<file path="src/yuvrgb_pkg.sv">
// Shared types, constants and helpers of the YUYV to scaled RGB converter.
// Used by every module under src; depends on nothing.
`timescale 1ns / 1ps

package yuvrgb_pkg;

  localparam int unsigned BYTE_W = 8;
  localparam int unsigned FRAC_W = 16;
  // Signed width of one chroma product or the green pair of products.
  localparam int unsigned TERM_W = 26;
  // Signed width of luma in Q16 plus one chroma term.
  localparam int unsigned SUM_W  = 27;
  localparam int unsigned IN_W   = 4 * BYTE_W;
  localparam int unsigned OUT_W  = 6 * BYTE_W;

  // Q16 coefficients, rounded to nearest.
  localparam logic signed [TERM_W-1:0] COEF_KR  = TERM_W'(89831);
  localparam logic signed [TERM_W-1:0] COEF_KGV = TERM_W'(45744);
  localparam logic signed [TERM_W-1:0] COEF_KGU = TERM_W'(22127);
  localparam logic signed [TERM_W-1:0] COEF_KB  = TERM_W'(113538);

  localparam logic [BYTE_W-1:0] SCALE_MUL = BYTE_W'(220);
  localparam logic [BYTE_W-1:0] CHAN_MAX  = BYTE_W'(255);
  localparam logic [BYTE_W-1:0] SCALED_MAX = BYTE_W'(219);

  typedef struct packed {
    logic signed [TERM_W-1:0] red;
    logic signed [TERM_W-1:0] green;   // KGV*dV + KGU*dU, subtracted in the lane
    logic signed [TERM_W-1:0] blue;
  } chroma_terms_t;

  typedef struct packed {
    logic [BYTE_W-1:0] red;
    logic [BYTE_W-1:0] green;
    logic [BYTE_W-1:0] blue;
  } rgb_t;

  // Truncate toward zero and clamp to 0..255; any negative sum lands on zero.
  function automatic logic [BYTE_W-1:0] clamp_channel(input logic signed [SUM_W-1:0] sum);
    logic [BYTE_W-1:0] res;
    if (sum[SUM_W-1]) begin
      res = '0;
    end else if (sum[SUM_W-2:FRAC_W+BYTE_W] != '0) begin
      res = CHAN_MAX;
    end else begin
      res = sum[FRAC_W+BYTE_W-1:FRAC_W];
    end
    return res;
  endfunction

  // floor(c * 220 / 256)
  function automatic logic [BYTE_W-1:0] scale_channel(input logic [BYTE_W-1:0] c);
    logic [2*BYTE_W-1:0] prod;
    prod = {{BYTE_W{1'b0}}, c} * {{BYTE_W{1'b0}}, SCALE_MUL};
    return prod[2*BYTE_W-1:BYTE_W];
  endfunction

endpackage

</file>
<file path="src/yuyv_to_rgb_scaled_core.sv">
// YUYV 4:2:2 word to two RGB888 pixels, clamped and scaled by 220/256.
// Throughput: one item per clock while out_tready does not stall the pipe.
// Three register stages (chroma terms, clamped lanes, scaled output) advance together;
// out_tready stalls the whole pipe, and in_tready follows it combinationally.
// Reset (rst_n low, synchronous) clears the stage valid flags only; data is not cleared.
// Depends on yuvrgb_pkg, yuvrgb_chroma, yuvrgb_lane and yuvrgb_merge.
`timescale 1ns / 1ps

module yuyv_to_rgb_scaled_core (
  input  logic                         clk,
  input  logic                         rst_n,
  input  logic                         in_tvalid,
  output logic                         in_tready,
  // luma_first[7:0], chroma_blue[15:8], luma_second[23:16], chroma_red[31:24]
  input  logic [yuvrgb_pkg::IN_W-1:0]  in_tdata,
  output logic                         out_tvalid,
  input  logic                         out_tready,
  // red_first[7:0], green_first[15:8], blue_first[23:16],
  // red_second[31:24], green_second[39:32], blue_second[47:40]
  output logic [yuvrgb_pkg::OUT_W-1:0] out_tdata
);

  logic                      advance;
  logic                      chroma_vld_r, chroma_vld_nxt;
  logic                      lane_vld_r, lane_vld_nxt;
  logic                      out_vld_r, out_vld_nxt;
  yuvrgb_pkg::chroma_terms_t terms;
  logic [7:0]                luma_first_d;
  logic [7:0]                luma_second_d;
  yuvrgb_pkg::rgb_t          pixel_first;
  yuvrgb_pkg::rgb_t          pixel_second;

  // The pipe moves whenever the output register is empty or being drained.
  assign advance   = !out_vld_r || out_tready;
  assign in_tready = advance;

  assign chroma_vld_nxt = advance ? in_tvalid    : chroma_vld_r;
  assign lane_vld_nxt   = advance ? chroma_vld_r : lane_vld_r;
  assign out_vld_nxt    = advance ? lane_vld_r   : out_vld_r;

  always_ff @(posedge clk) begin
    if (!rst_n) begin
      chroma_vld_r <= 1'b0;
      lane_vld_r   <= 1'b0;
      out_vld_r    <= 1'b0;
    end else begin
      chroma_vld_r <= chroma_vld_nxt;
      lane_vld_r   <= lane_vld_nxt;
      out_vld_r    <= out_vld_nxt;
    end
  end

  // Stage 1: chroma terms shared by both pixels.
  yuvrgb_chroma u_chroma (
    .clk           (clk),
    .load          (advance),
    .luma_first    (in_tdata[7:0]),
    .chroma_blue   (in_tdata[15:8]),
    .luma_second   (in_tdata[23:16]),
    .chroma_red    (in_tdata[31:24]),
    .terms_r       (terms),
    .luma_first_r  (luma_first_d),
    .luma_second_r (luma_second_d)
  );

  // Stage 2: one lane per pixel, side by side.
  yuvrgb_lane u_lane_first (
    .clk     (clk),
    .load    (advance),
    .luma    (luma_first_d),
    .terms   (terms),
    .pixel_r (pixel_first)
  );

  yuvrgb_lane u_lane_second (
    .clk     (clk),
    .load    (advance),
    .luma    (luma_second_d),
    .terms   (terms),
    .pixel_r (pixel_second)
  );

  // Stage 3: scale and pack into the output register; hold it while stalled.
  yuvrgb_merge u_merge (
    .clk          (clk),
    .load         (advance),
    .pixel_first  (pixel_first),
    .pixel_second (pixel_second),
    .tdata_r      (out_tdata)
  );

  assign out_tvalid = out_vld_r;

  // An accepted item occupies the chroma stage on the next cycle.
  a_accept_enters: assert property (@(posedge clk) disable iff (!rst_n)
    in_tvalid && in_tready |=> chroma_vld_r)
    else $error("accepted item did not enter the chroma stage");

  // A valid lane result moves into the output register when the pipe advances.
  a_lane_to_out: assert property (@(posedge clk) disable iff (!rst_n)
    lane_vld_r && advance |=> out_tvalid)
    else $error("lane result lost on the way to the output");

  // A stall freezes the inner stages.
  a_stall_holds: assert property (@(posedge clk) disable iff (!rst_n)
    !advance |=> $stable(chroma_vld_r) && $stable(lane_vld_r))
    else $error("pipeline stage changed during a stall");

  // Scaled channels never exceed 219.
  a_scaled_range: assert property (@(posedge clk) disable iff (!rst_n)
    out_tvalid |-> out_tdata[7:0]   <= yuvrgb_pkg::SCALED_MAX &&
                   out_tdata[15:8]  <= yuvrgb_pkg::SCALED_MAX &&
                   out_tdata[23:16] <= yuvrgb_pkg::SCALED_MAX &&
                   out_tdata[31:24] <= yuvrgb_pkg::SCALED_MAX &&
                   out_tdata[39:32] <= yuvrgb_pkg::SCALED_MAX &&
                   out_tdata[47:40] <= yuvrgb_pkg::SCALED_MAX)
    else $error("scaled channel out of range");

endmodule

</file>
<file path="src/yuvrgb_chroma.sv">
// Shared chroma stage: offset U and V and form the three coefficient terms.
// Depends on yuvrgb_pkg.
`timescale 1ns / 1ps

module yuvrgb_chroma (
  input  logic                      clk,
  input  logic                      load,
  input  logic [7:0]                luma_first,
  input  logic [7:0]                chroma_blue,
  input  logic [7:0]                luma_second,
  input  logic [7:0]                chroma_red,
  output yuvrgb_pkg::chroma_terms_t terms_r,
  output logic [7:0]                luma_first_r,
  output logic [7:0]                luma_second_r
);

  localparam int unsigned EXT_W = yuvrgb_pkg::TERM_W - 8;

  logic signed [yuvrgb_pkg::TERM_W-1:0] du;
  logic signed [yuvrgb_pkg::TERM_W-1:0] dv;
  yuvrgb_pkg::chroma_terms_t            terms_nxt;

  // Byte minus 128 is the byte with its top bit flipped, read as signed.
  assign du = $signed({{EXT_W{~chroma_blue[7]}}, ~chroma_blue[7], chroma_blue[6:0]});
  assign dv = $signed({{EXT_W{~chroma_red[7]}}, ~chroma_red[7], chroma_red[6:0]});

  always_comb begin
    terms_nxt.red   = yuvrgb_pkg::COEF_KR * dv;
    terms_nxt.green = yuvrgb_pkg::COEF_KGV * dv + yuvrgb_pkg::COEF_KGU * du;
    terms_nxt.blue  = yuvrgb_pkg::COEF_KB * du;
  end

  always_ff @(posedge clk) begin
    if (load) begin
      terms_r       <= terms_nxt;
      luma_first_r  <= luma_first;
      luma_second_r <= luma_second;
    end
  end

endmodule

</file>
<file path="src/yuvrgb_lane.sv">
// One pixel lane: add luma to the chroma terms, truncate and clamp each channel.
// Depends on yuvrgb_pkg.
`timescale 1ns / 1ps

module yuvrgb_lane (
  input  logic                      clk,
  input  logic                      load,
  input  logic [7:0]                luma,
  input  yuvrgb_pkg::chroma_terms_t terms,
  output yuvrgb_pkg::rgb_t          pixel_r
);

  logic signed [yuvrgb_pkg::SUM_W-1:0] base;
  logic signed [yuvrgb_pkg::SUM_W-1:0] sum_red;
  logic signed [yuvrgb_pkg::SUM_W-1:0] sum_green;
  logic signed [yuvrgb_pkg::SUM_W-1:0] sum_blue;
  yuvrgb_pkg::rgb_t                    pixel_nxt;

  assign base = $signed({3'b000, luma, {yuvrgb_pkg::FRAC_W{1'b0}}});

  always_comb begin
    sum_red   = base + yuvrgb_pkg::SUM_W'(terms.red);
    sum_green = base - yuvrgb_pkg::SUM_W'(terms.green);
    sum_blue  = base + yuvrgb_pkg::SUM_W'(terms.blue);
    pixel_nxt.red   = yuvrgb_pkg::clamp_channel(sum_red);
    pixel_nxt.green = yuvrgb_pkg::clamp_channel(sum_green);
    pixel_nxt.blue  = yuvrgb_pkg::clamp_channel(sum_blue);
  end

  always_ff @(posedge clk) begin
    if (load) begin
      pixel_r <= pixel_nxt;
    end
  end

endmodule

</file>
<file path="src/yuvrgb_merge.sv">
// Merge stage: scale both lanes' channels by 220/256 and pack the output word.
// Depends on yuvrgb_pkg.
`timescale 1ns / 1ps

module yuvrgb_merge (
  input  logic                           clk,
  input  logic                           load,
  input  yuvrgb_pkg::rgb_t               pixel_first,
  input  yuvrgb_pkg::rgb_t               pixel_second,
  output logic [yuvrgb_pkg::OUT_W-1:0]   tdata_r
);

  logic [yuvrgb_pkg::OUT_W-1:0] tdata_nxt;

  assign tdata_nxt = {
    yuvrgb_pkg::scale_channel(pixel_second.blue),
    yuvrgb_pkg::scale_channel(pixel_second.green),
    yuvrgb_pkg::scale_channel(pixel_second.red),
    yuvrgb_pkg::scale_channel(pixel_first.blue),
    yuvrgb_pkg::scale_channel(pixel_first.green),
    yuvrgb_pkg::scale_channel(pixel_first.red)
  };

  always_ff @(posedge clk) begin
    if (load) begin
      tdata_r <= tdata_nxt;
    end
  end

endmodule
</file>
<file path="config.mk">
export PLATFORM = sky130hd
export DESIGN_NAME = yuyv_to_rgb_scaled_core
export DESIGN_NICKNAME = d
export VERILOG_FILES = /design/src/yuvrgb_pkg.sv /design/src/yuyv_to_rgb_scaled_core.sv /design/src/yuvrgb_chroma.sv /design/src/yuvrgb_lane.sv /design/src/yuvrgb_merge.sv
export SDC_FILE = /design/constraint.sdc
export NUM_CORES = 1
export LEC_CHECK = 0
export ABC_AREA = 1
export BUFFER_PORTS_ARGS = -buffer_cell sky130_fd_sc_hd__buf_2
export CAP_MARGIN = 5
export CORE_MARGIN = 2
export CORE_UTILIZATION = 50
export CTS_BUF_LIST = sky130_fd_sc_hd__clkbuf_8
export CTS_CLUSTER_DIAMETER = 150
export CTS_CLUSTER_SIZE = 16
export DETAILED_ROUTE_END_ITERATION = 16
export PLACE_DENSITY = 0.66
export SYNTH_ARGS = -nofsm -noshare
export SYNTH_HDL_FRONTEND = slang
export SYNTH_SLANG_ARGS = --single-unit
</file>
<file path="constraint.sdc">
create_clock -name clk -period 6.9 [get_ports clk]
set_input_delay 0.345 -clock clk [delete_from_list [all_inputs] [get_ports clk]]
set_output_delay 0.345 -clock clk [all_outputs]
set_load 0.005 [all_outputs]
</file>
# Word-level counts from Yosys, hierarchy flattened
# Cells that the tools add are included.
[classes]
addsub = 7
n_mul = 10
mux = 6
bitwise = 2
reduce_logical = 8
[op_table]
columns = ["operator", "count"]
rows = [
  ["adder 25 x 26 -> 27 bit", 4],
  ["multiplier 8 x 6 -> 14 bit (second input constant)", 6],
  ["subtractor 25 x 26 -> 27 bit", 2],
  ["2-to-1 mux 8 bit", 6],
  ["adder 26 bit", 1],
  ["multiplier 18 x 8 -> 26 bit (first input constant)", 1],
  ["multiplier 17 x 8 -> 25 bit (first input constant)", 1],
  ["multiplier 16 x 8 -> 24 bit (first input constant)", 1],
  ["multiplier 13 x 8 -> 21 bit (first input constant)", 1],
  ["nonzero test 2 bit", 6],
  ["NOT 1 bit", 2],
  ["logical NOT 1 bit", 1],
  ["logical OR 1 bit", 1],
]
[totals]
reg_bits = 192
input_bits = 36
out_inout_bits = 50
word_cells = 48

# Logic depth before layout (Yosys ltp)
# Gate-level depths: netlist of run 1.
[logic_depth]
word_depth = 3
depth_mapped = 27
ltp_nobuf = 27

# Modules after synthesis
# From an unflattened synthesis of run 1, not the netlist that was laid out.
[hier_totals]
cells_unflattened = 3315
hier_area_um2 = 26686.8
[by_module_without_submodules]
columns = ["module", "instances", "cells_each", "area_each_um2", "seq_area_each_um2"]
rows = [
  ["yuvrgb_chroma", 1, 1469, 12792.3, 2762.6],
  ["yuvrgb_merge", 1, 1017, 8338.0, 1441.4],
  ["yuvrgb_lane (u_lane_second)", 1, 429, 2842.7, 720.7],
  ["yuvrgb_lane (u_lane_first)", 1, 382, 2588.7, 720.7],
  ["yuyv_to_rgb_scaled_core", 1, 18, 125.1, 60.1],
]

# Worst setup path after synthesis of run 1
# Ideal clock, no wire load.
[synth_path]
kind = "input to register"
start = "in in_tdata[15] (netlist name)"
end = "reg u_chroma.terms_r[49] (netlist name), data pin"
setup_time_ns = 0.261
t_arrival_ns = 4.754
t_required_ns = 6.639
path_slack_ns = 1.885
stages = 22
path_buffers = 0
path_cell_list = "inv_1 > fa_1 > inv_1 > fa_1 > fa_1 > fa_1 > inv_1 > ha_1 > a21oi_1 > o21a_1 > nor2_1 > nor3b_1 > nand2_1 > nand2_1 > nand2_1 > ha_1 > inv_1 > o21bai_1 > a21oi_1 > o21a_1 > nand3_1 > xor2_1"
[synth_rtl]
columns = ["element", "line_no", "rtl"]
rows = [
  ["start: declaration", "yuyv_to_rgb_scaled_core.sv:15", "input logic [yuvrgb_pkg::IN_W-1:0] in_tdata,"],
  ["end signal: assignment", "yuvrgb_chroma.sv:35", "terms_r <= terms_nxt;"],
  ["end: declaration", "yuvrgb_chroma.sv:12", "output yuvrgb_pkg::chroma_terms_t terms_r,"],
]

==> impl_metrics.xml, run 1 <==
<?xml version="1.0" encoding="UTF-8"?>
<metrics>
  <group name="status">
    <metric name="status" unit="">finished clean</metric>
  </group>
  <group name="finish">
    <metric name="fraction_of_final_layout_cells_sized_beyond_drive_strength_1" unit="%">6.16</metric>
    <metric name="fin_util" unit="%">54.0</metric>
    <metric name="n_fill_cell" unit="">4586</metric>
    <metric name="area_growth_syn_to_layout" unit="%">7.27</metric>
    <metric name="finalNetCount" unit="">3779</metric>
    <metric name="final_area" unit="sq mm">0.0263</metric>
  </group>
  <group name="die">
    <metric name="fp.dieArea" unit="sq mm">0.0509</metric>
    <metric name="die_w" unit="microns">226</metric>
    <metric name="top_level_ports" unit="">86</metric>
    <metric name="floorplan.die.height" unit="microns">226</metric>
    <metric name="design.core.area" unit="sq mm">0.0487</metric>
    <metric name="core.rowCount" unit="">81</metric>
    <metric name="start_util" unit="%">50.4</metric>
  </group>
  <group name="synthesis">
    <metric name="yosysSeqAreaShare" unit="%">19.6</metric>
    <metric name="post_synth_edffs" unit="">158</metric>
    <metric name="post_synth_num_cell_types" unit="">49</metric>
    <metric name="synth_fp_nets" unit="">3662</metric>
    <metric name="post-synth-top-area-cell" unit="">sky130_fd_sc_hd__ha_1</metric>
    <metric name="mappedNetlistArea" unit="sq mm">0.0246</metric>
    <metric name="netlist_top_cells_area" unit="">sky130_fd_sc_hd__ha_1, sky130_fd_sc_hd__edfxtp_1, sky130_fd_sc_hd__fa_1</metric>
    <metric name="synthDominantCellAreaShare" unit="%">21.7</metric>
    <metric name="synth_async_sr_flop_share" unit="%">0</metric>
    <metric name="post_synth_inst_count" unit="">2986</metric>
    <metric name="ys.warnings.count" unit="">0</metric>
    <metric name="syn_avg_cell_area" unit="sq um">8.22</metric>
    <metric name="postSynthRegisterBits" unit="">161</metric>
    <metric name="synth-main-ff-cell" unit="">sky130_fd_sc_hd__edfxtp_1</metric>
  </group>
  <group name="worst_setup_path">
    <metric name="critical_path.slowest_cell" unit="">sky130_fd_sc_hd__fa_1</metric>
    <metric name="r2r.worst_path.cells" unit="">13</metric>
    <metric name="critical_path.endpoint_type" unit="">register</metric>
    <metric name="cpPeakStageDelay" unit="ns">0.65</metric>
    <metric name="cpLargestDelayFamily" unit="">adder cells</metric>
    <metric name="critical_path.max_fanout" unit="">7</metric>
    <metric name="worstSetupPathDepth" unit="">23</metric>
    <metric name="worst-path-buf-inv" unit="">5</metric>
    <metric name="crit_path_start_kind" unit="">primary input</metric>
    <metric name="criticalPathCategory" unit="">primary input to register</metric>
    <metric name="path_cells" unit="">buf_2 &gt; inv_1 &gt; fa_1 &gt; inv_1 &gt; fa_1 &gt; fa_1 &gt; fa_1 &gt; inv_1 &gt; ha_1 &gt; a21oi_1 &gt; o21a_1 &gt; nor2_1 &gt; nor3b_1 &gt; nand2_1 &gt; nand2_1 &gt; nand2_1 &gt; ha_1 &gt; inv_1 &gt; o21bai_1 &gt; a21oi_1 &gt; o21a_1 &gt; nand3_1 &gt; xor2_1</metric>
    <metric name="crit_required" unit="ns">7.17</metric>
    <metric name="crit_path_dat" unit="ns">5.61</metric>
  </group>
  <group name="worst_hold_path">
    <metric name="holdCritPathClass" unit="">primary input to register</metric>
    <metric name="holdPathStages" unit="">1</metric>
  </group>
  <group name="routing">
    <metric name="detailed_route_via_count" unit="">19302</metric>
    <metric name="initialDrtViolationCount" unit="">1000</metric>
    <metric name="post_drt_wl_per_cell" unit="microns">15.4</metric>
    <metric name="detail-route-antenna-nets" unit="">0</metric>
    <metric name="vias_per_cell" unit="">5.10</metric>
    <metric name="wirelength" unit="microns">58300</metric>
    <metric name="firstDrtPassIters" unit="">7</metric>
    <metric name="post-route-drc-count" unit="">0</metric>
  </group>
  <group name="global_routing">
    <metric name="grt_first_pass_wirelength" unit="microns">95300</metric>
    <metric name="grt_pass1_vias" unit="">19006</metric>
    <metric name="initial_antenna_violation_count" unit="">2</metric>
    <metric name="global_route_usage_over_all_layers" unit="%">23.6</metric>
    <metric name="largest_net_degree_at_the_start_of_global_routing" unit="">104</metric>
    <metric name="grt.overflow.total" unit="">0</metric>
  </group>
  <group name="clocking">
    <metric name="cts_inserted_buffers" unit="">17</metric>
    <metric name="clkSinkCount" unit="">161</metric>
    <metric name="clkLatencyLatePin" unit="ns">0.52</metric>
    <metric name="post_cts_resized" unit="">0</metric>
    <metric name="cts_max_level" unit="">4</metric>
    <metric name="clockBufferDepth" unit="">2</metric>
    <metric name="cts.reportedPaths.clkPinSlew" unit="ns">0.10</metric>
    <metric name="root_buffer" unit="">sky130_fd_sc_hd__clkbuf_8</metric>
    <metric name="tritoncts_clock_tree" unit="">built</metric>
  </group>
  <group name="timing">
    <metric name="hold_ws" unit="ns">0.0389</metric>
    <metric name="timing.final.setup_violations" unit="">0</metric>
    <metric name="final.setup_skew" unit="ns">0.0252</metric>
    <metric name="timing.setup.tns" unit="ns">0</metric>
    <metric name="final_min_period_over_clock_period" unit="%">77.5</metric>
    <metric name="maxSlewHeadroom" unit="%">36.1</metric>
    <metric name="worst_pin_slew" unit="ns">0.958</metric>
    <metric name="maxSlewViolCount" unit="">0</metric>
    <metric name="hold_viol" unit="">0</metric>
    <metric name="fmaxAchievable" unit="MHz">187</metric>
    <metric name="rsz0062_at_grt" unit="">false</metric>
    <metric name="final_period_minus_worst_setup_slack" unit="ns">5.34</metric>
  </group>
  <group name="job">
    <metric name="timing.max_cap.violations" unit="">0</metric>
  </group>
  <group name="placed_design">
    <metric name="placement.cell_area" unit="sq mm">0.0258</metric>
    <metric name="io_buffer_count" unit="">85</metric>
    <metric name="place.gp.congestion" unit="">0.969</metric>
    <metric name="detailed_placement_hpwl" unit="microns">50300</metric>
  </group>
</metrics>
==> flip-flops by register name, summed over array words and instances, names as in the netlist <==
register,count
chroma_vld_r,1
lane_vld_r,1
out_tvalid,1
u_chroma.luma_first_r,8
u_chroma.luma_second_r,8
u_chroma.terms_r,46
u_lane_first.pixel_r,24
u_lane_second.pixel_r,24
u_merge.tdata_r,48
==> cells in the final DEF (no fill, tap or decap), types with 7 or more instances in the layout <==
cell type	instances
sky130_fd_sc_hd__fa_1	214
sky130_fd_sc_hd__ha_1	426
sky130_fd_sc_hd__a21o_1	21
sky130_fd_sc_hd__a21oi_1	171
sky130_fd_sc_hd__nand3b_1	21
sky130_fd_sc_hd__o21ai_2	12
sky130_fd_sc_hd__o21ai_0	56
sky130_fd_sc_hd__nor2_2	18
sky130_fd_sc_hd__edfxtp_1	158
sky130_fd_sc_hd__nand3_1	158
sky130_fd_sc_hd__nand2_1	565
sky130_fd_sc_hd__dlygate4sd3_1	15
sky130_fd_sc_hd__nor2_1	205
sky130_fd_sc_hd__a211oi_1	7
sky130_fd_sc_hd__o21a_1	12
sky130_fd_sc_hd__nand2_2	9
sky130_fd_sc_hd__o21ai_1	13
sky130_fd_sc_hd__nor3_1	15
sky130_fd_sc_hd__inv_1	663
sky130_fd_sc_hd__clkbuf_8	17
sky130_fd_sc_hd__o21bai_1	20
sky130_fd_sc_hd__xnor2_1	26
sky130_fd_sc_hd__nand4_1	35
sky130_fd_sc_hd__xor2_1	91
sky130_fd_sc_hd__buf_2	85
==> through the flow <==
step,std cells,setup slack [ns]
2_1_floorplan,2986,1.89
3_3_place_gp,3733,1.11
3_5_place_dp,3733,1.05
4_1_cts,3780,1.60
5_1_grt,3781,1.13
6_report,3781,1.56
==> cell families (layout without fill, tap and decap cells) <==
logic type,Yosys count,in the layout,share of synthesized area [%]
AO/OA/AOI/OAI,337,337,8.03
XOR/XNOR,117,117,4.17
adder cells (fa/ha/maj),640,640,39.2
buffers and inverters,672,802,10.3
flip-flops,161,161,19.6
other,0,1,0
AND/OR/NAND/NOR,1059,1059,18.8
==> worst reg2reg max path, delay by kind of cell, from the launching register on <==
family / cells / cell delay [ns]
and+or+nand+nor: 4 / 0.52
buffers and inverters: 4 / 0.28
DFF: 1 / 0.42
AOI/OAI and AO/OA: 1 / 0.46
adders and majority gates: 4 / 1.86
==> final timing paths <==
check | start | end | slack, ns
max | in_tdata[14] | u_chroma.terms_r[49]$_DFFE_PP_ | 1.56
min | in_tdata[2] | u_chroma.luma_first_r[2]$_DFFE_PP_ | 0.04
max reg2reg | u_lane_second.pixel_r[22]$_SDFFCE_PP0P_ | u_merge.tdata_r[29]$_DFFE_PP_ | 3.11
min reg2reg | lane_vld_r$_SDFFE_PN0P_ | out_tvalid$_SDFFE_PN0P_ | 0.47
==> final cells by class <==
type                       count  area, sq um  area share [%]
clock buffer                  17          234           0.888
clock inverter                15          149           0.565
timing repair buffer         102          591            2.24
tap                          664          831            3.15
antenna                        1         2.50         0.00950
multi-input combinational   2153        17200            65.4
sequential                   161         4800            18.2
inverter                     668         2510            9.55
==> routing by layer <==
metal	GRT usage, %	vias up	wire (microns)
met5	0	-	13
met4	6.56	2	1270
met3	2.02	63	1700
met2	41.2	369	28200
met1	31.3	9077	27000
li1	-	9791	-
==> synth_stat cells, drive strengths merged, types with 4 or more instances <==
cell type    n
a21boi      12
fa         214
o21ai       81
nor2       226
a21oi      173
a21o        21
nand4       35
nor3        19
o21bai      21
nand3      165
a211oi       7
buf          4
nand3b      21
inv        668
o21a        12
nand2      578
xor2        91
edfxtp     158
o2111ai      4
ha         426
xnor2       26
or2          7
==> repair_timing <==
action	4_1_cts	5_1_grt
buffers inserted	0	0
hold buffers	15	0
endpoints found under the hold margin	15	0
Power of run 1 is left out: the tool's default activity adds up to more than one toggle a clock period on the data nets, which glitch-free logic cannot reach.
==> inputs of run 2 (changes only) <==
Settings changed: PLACE_DENSITY 0.66 to 0.69.
Clock period 6.9 ns to 4.44 ns, I/O delays scaled along.
==> impl_metrics.xml, run 2 (synthesis gave the netlist of run 1 again) <==
<?xml version="1.0" encoding="UTF-8"?>
<metrics>
  <group name="global_routing">
    <metric name="initial_antenna_violation_count" unit="">1</metric>
    <metric name="grt_pass1_vias" unit="">20770</metric>
    <metric name="grt_first_pass_wirelength" unit="microns">99500</metric>
    <metric name="largest_net_degree_at_the_start_of_global_routing" unit="">86</metric>
    <metric name="global_route_usage_over_all_layers" unit="%">24.5</metric>
    <metric name="grt.overflow.total" unit="">0</metric>
  </group>
  <group name="die">
    <metric name="die_w" unit="microns">226</metric>
    <metric name="start_util" unit="%">50.4</metric>
    <metric name="core.rowCount" unit="">81</metric>
    <metric name="floorplan.die.height" unit="microns">226</metric>
    <metric name="fp.dieArea" unit="sq mm">0.0509</metric>
    <metric name="top_level_ports" unit="">86</metric>
    <metric name="design.core.area" unit="sq mm">0.0487</metric>
  </group>
  <group name="clocking">
    <metric name="clkSinkCount" unit="">161</metric>
    <metric name="tritoncts_clock_tree" unit="">built</metric>
    <metric name="root_buffer" unit="">sky130_fd_sc_hd__clkbuf_8</metric>
    <metric name="clkLatencyLatePin" unit="ns">0.51</metric>
    <metric name="cts.reportedPaths.clkPinSlew" unit="ns">0.09</metric>
    <metric name="clockBufferDepth" unit="">2</metric>
    <metric name="cts_max_level" unit="">4</metric>
    <metric name="cts_inserted_buffers" unit="">17</metric>
  </group>
  <group name="finish">
    <metric name="fraction_of_final_layout_cells_sized_beyond_drive_strength_1" unit="%">16.6</metric>
    <metric name="area_growth_syn_to_layout" unit="%">18.0</metric>
    <metric name="most_flops_register" unit="">u_merge.tdata_r</metric>
    <metric name="biggestRegsByFlops" unit="">u_merge.tdata_r: 48 flops, u_chroma.terms_r: 46 flops</metric>
    <metric name="n_fill_cell" unit="">4330</metric>
    <metric name="finalNetCount" unit="">4021</metric>
    <metric name="layout.area.seq" unit="sq mm">0.00480</metric>
    <metric name="multi_input_area" unit="sq mm">0.0180</metric>
    <metric name="final_cell_mix" unit="">sky130_fd_sc_hd__inv_1, sky130_fd_sc_hd__nand2_1, sky130_fd_sc_hd__ha_1</metric>
    <metric name="largest_reg_flops" unit="">48</metric>
    <metric name="fin_util" unit="%">59.4</metric>
    <metric name="layout_commonest_cell" unit="">sky130_fd_sc_hd__inv_1</metric>
  </group>
  <group name="routing">
    <metric name="detailed_route_via_count" unit="">20329</metric>
    <metric name="post_drt_wl_per_cell" unit="microns">15.0</metric>
    <metric name="vias_per_cell" unit="">5.05</metric>
    <metric name="detail-route-antenna-nets" unit="">0</metric>
    <metric name="firstDrtPassIters" unit="">8</metric>
    <metric name="post-route-drc-count" unit="">0</metric>
    <metric name="wirelength" unit="microns">60100</metric>
    <metric name="initialDrtViolationCount" unit="">1053</metric>
  </group>
  <group name="placed_design">
    <metric name="io_buffer_count" unit="">85</metric>
    <metric name="detailed_placement_hpwl" unit="microns">52000</metric>
    <metric name="place.gp.congestion" unit="">0.943</metric>
  </group>
  <group name="worst_setup_path">
    <metric name="worst-path-buf-inv" unit="">6</metric>
    <metric name="cpPeakStageDelay" unit="ns">0.62</metric>
    <metric name="critical_path.max_fanout" unit="">4</metric>
    <metric name="crit_path_start_kind" unit="">primary input</metric>
    <metric name="path_cells" unit="">buf_8 &gt; clkinvlp_4 &gt; fa_1 &gt; inv_2 &gt; fa_1 &gt; fa_2 &gt; fa_1 &gt; inv_2 &gt; ha_4 &gt; nand2_4 &gt; inv_4 &gt; nand2_4 &gt; nor2_4 &gt; nand4_1 &gt; nand3_2 &gt; xor2_2 &gt; buf_4 &gt; ha_4 &gt; a21oi_2 &gt; nand2_1 &gt; nor2_1 &gt; nand3_1 &gt; xor2_1</metric>
    <metric name="crit_path_dat" unit="ns">4.61</metric>
    <metric name="criticalPathCategory" unit="">primary input to register</metric>
    <metric name="timing.critical_path.mode_cell" unit="">sky130_fd_sc_hd__fa_1</metric>
    <metric name="cpLargestDelayFamily" unit="">adder cells</metric>
    <metric name="critical_path.slowest_cell" unit="">sky130_fd_sc_hd__fa_1</metric>
    <metric name="crit_required" unit="ns">4.69</metric>
    <metric name="critical_path.endpoint_type" unit="">register</metric>
  </group>
  <group name="timing">
    <metric name="worst_pin_slew" unit="ns">0.789</metric>
    <metric name="hold_viol" unit="">0</metric>
    <metric name="maxSlewViolCount" unit="">0</metric>
    <metric name="final_period_minus_worst_setup_slack" unit="ns">4.36</metric>
    <metric name="final.setup_skew" unit="ns">0.0214</metric>
    <metric name="final_min_period_over_clock_period" unit="%">98.2</metric>
    <metric name="timing.final.setup_violations" unit="">0</metric>
    <metric name="rsz0062_at_grt" unit="">true</metric>
    <metric name="maxSlewHeadroom" unit="%">47.4</metric>
    <metric name="fmaxAchievable" unit="MHz">229</metric>
  </group>
  <group name="worst_hold_path">
    <metric name="holdCritPathClass" unit="">primary input to register</metric>
  </group>
  <group name="job">
    <metric name="timing.max_cap.violations" unit="">0</metric>
  </group>
  <group name="status">
    <metric name="status" unit="">finished clean</metric>
  </group>
</metrics>
run 2: tightest hold or removal path, cell delays in order:
cell and delay [ns]:
sky130_fd_sc_hd__buf_2 0.07, sky130_fd_sc_hd__nor2_1 0.09, sky130_fd_sc_hd__o21a_1 0.18
run 2: timing repair:
action                                 in CTS  in global routing
setup endpoints to repair                   2                 13
hold buffers                               18                  0
resized for setup                           2                109
pin swaps                                   1                 44
endpoints found under the hold margin      19                  0
setup buffers                               1                  7
run 2: area by class of cell:
class,count,share of cell area [%]
clock inverters,14,0.566
multi-input cells,2153,62.0
diodes,1,0.00864
flip-flops and latches,161,16.6
well taps,664,2.87
clock buffers,17,0.808
inverters,668,8.76
repair buffers,344,8.40
run 2: layer usage:
layer / share of wire [%] / wire length [microns] / track usage (%)
met2: 50 / 30200 / 44.2
met1: 45 / 26900 / 31.2
met5: 0 / 0 / 0
met4: 2.2 / 1300 / 6.94
met3: 2.9 / 1770 / 2.16
run 2: final timing paths:
check	startpoint	endpoint	slack [ns]	cells after the start
min reg2reg	lane_vld_r$_SDFFE_PN0P_	out_tvalid$_SDFFE_PN0P_	0.48	1
min	out_tready	out_tvalid$_SDFFE_PN0P_	0.13	3
max reg2reg	u_lane_first.pixel_r[4]$_SDFFCE_PP0P_	u_merge.tdata_r[23]$_DFFE_PP_	0.74	13
max	in_tdata[15]	u_chroma.terms_r[51]$_DFFE_PP_	0.08	23
run 2: per-stage QoR:
| stage | TNS, ns | setup slack (ns) | area, sq um | std cells | hold WS [ns] |
|---|---|---|---|---|---|
| global route | -0.201 | -0.113 | 29000 | 4022 | 0.103 |
| global placement | -5.48 | -0.426 | 27800 | 3964 | 0.399 |
| floorplan | -0.554 | -0.108 | 24800 | 2986 | 0.321 |
| CTS | 0 | 0.000165 | 28400 | 4014 | 0.0858 |
| detailed placement | -7.30 | -0.612 | 27800 | 3964 | 0.401 |
| finish | 0 | 0.0814 | 29000 | 4022 | 0.128 |
Power of run 2 is left out for the same reason.
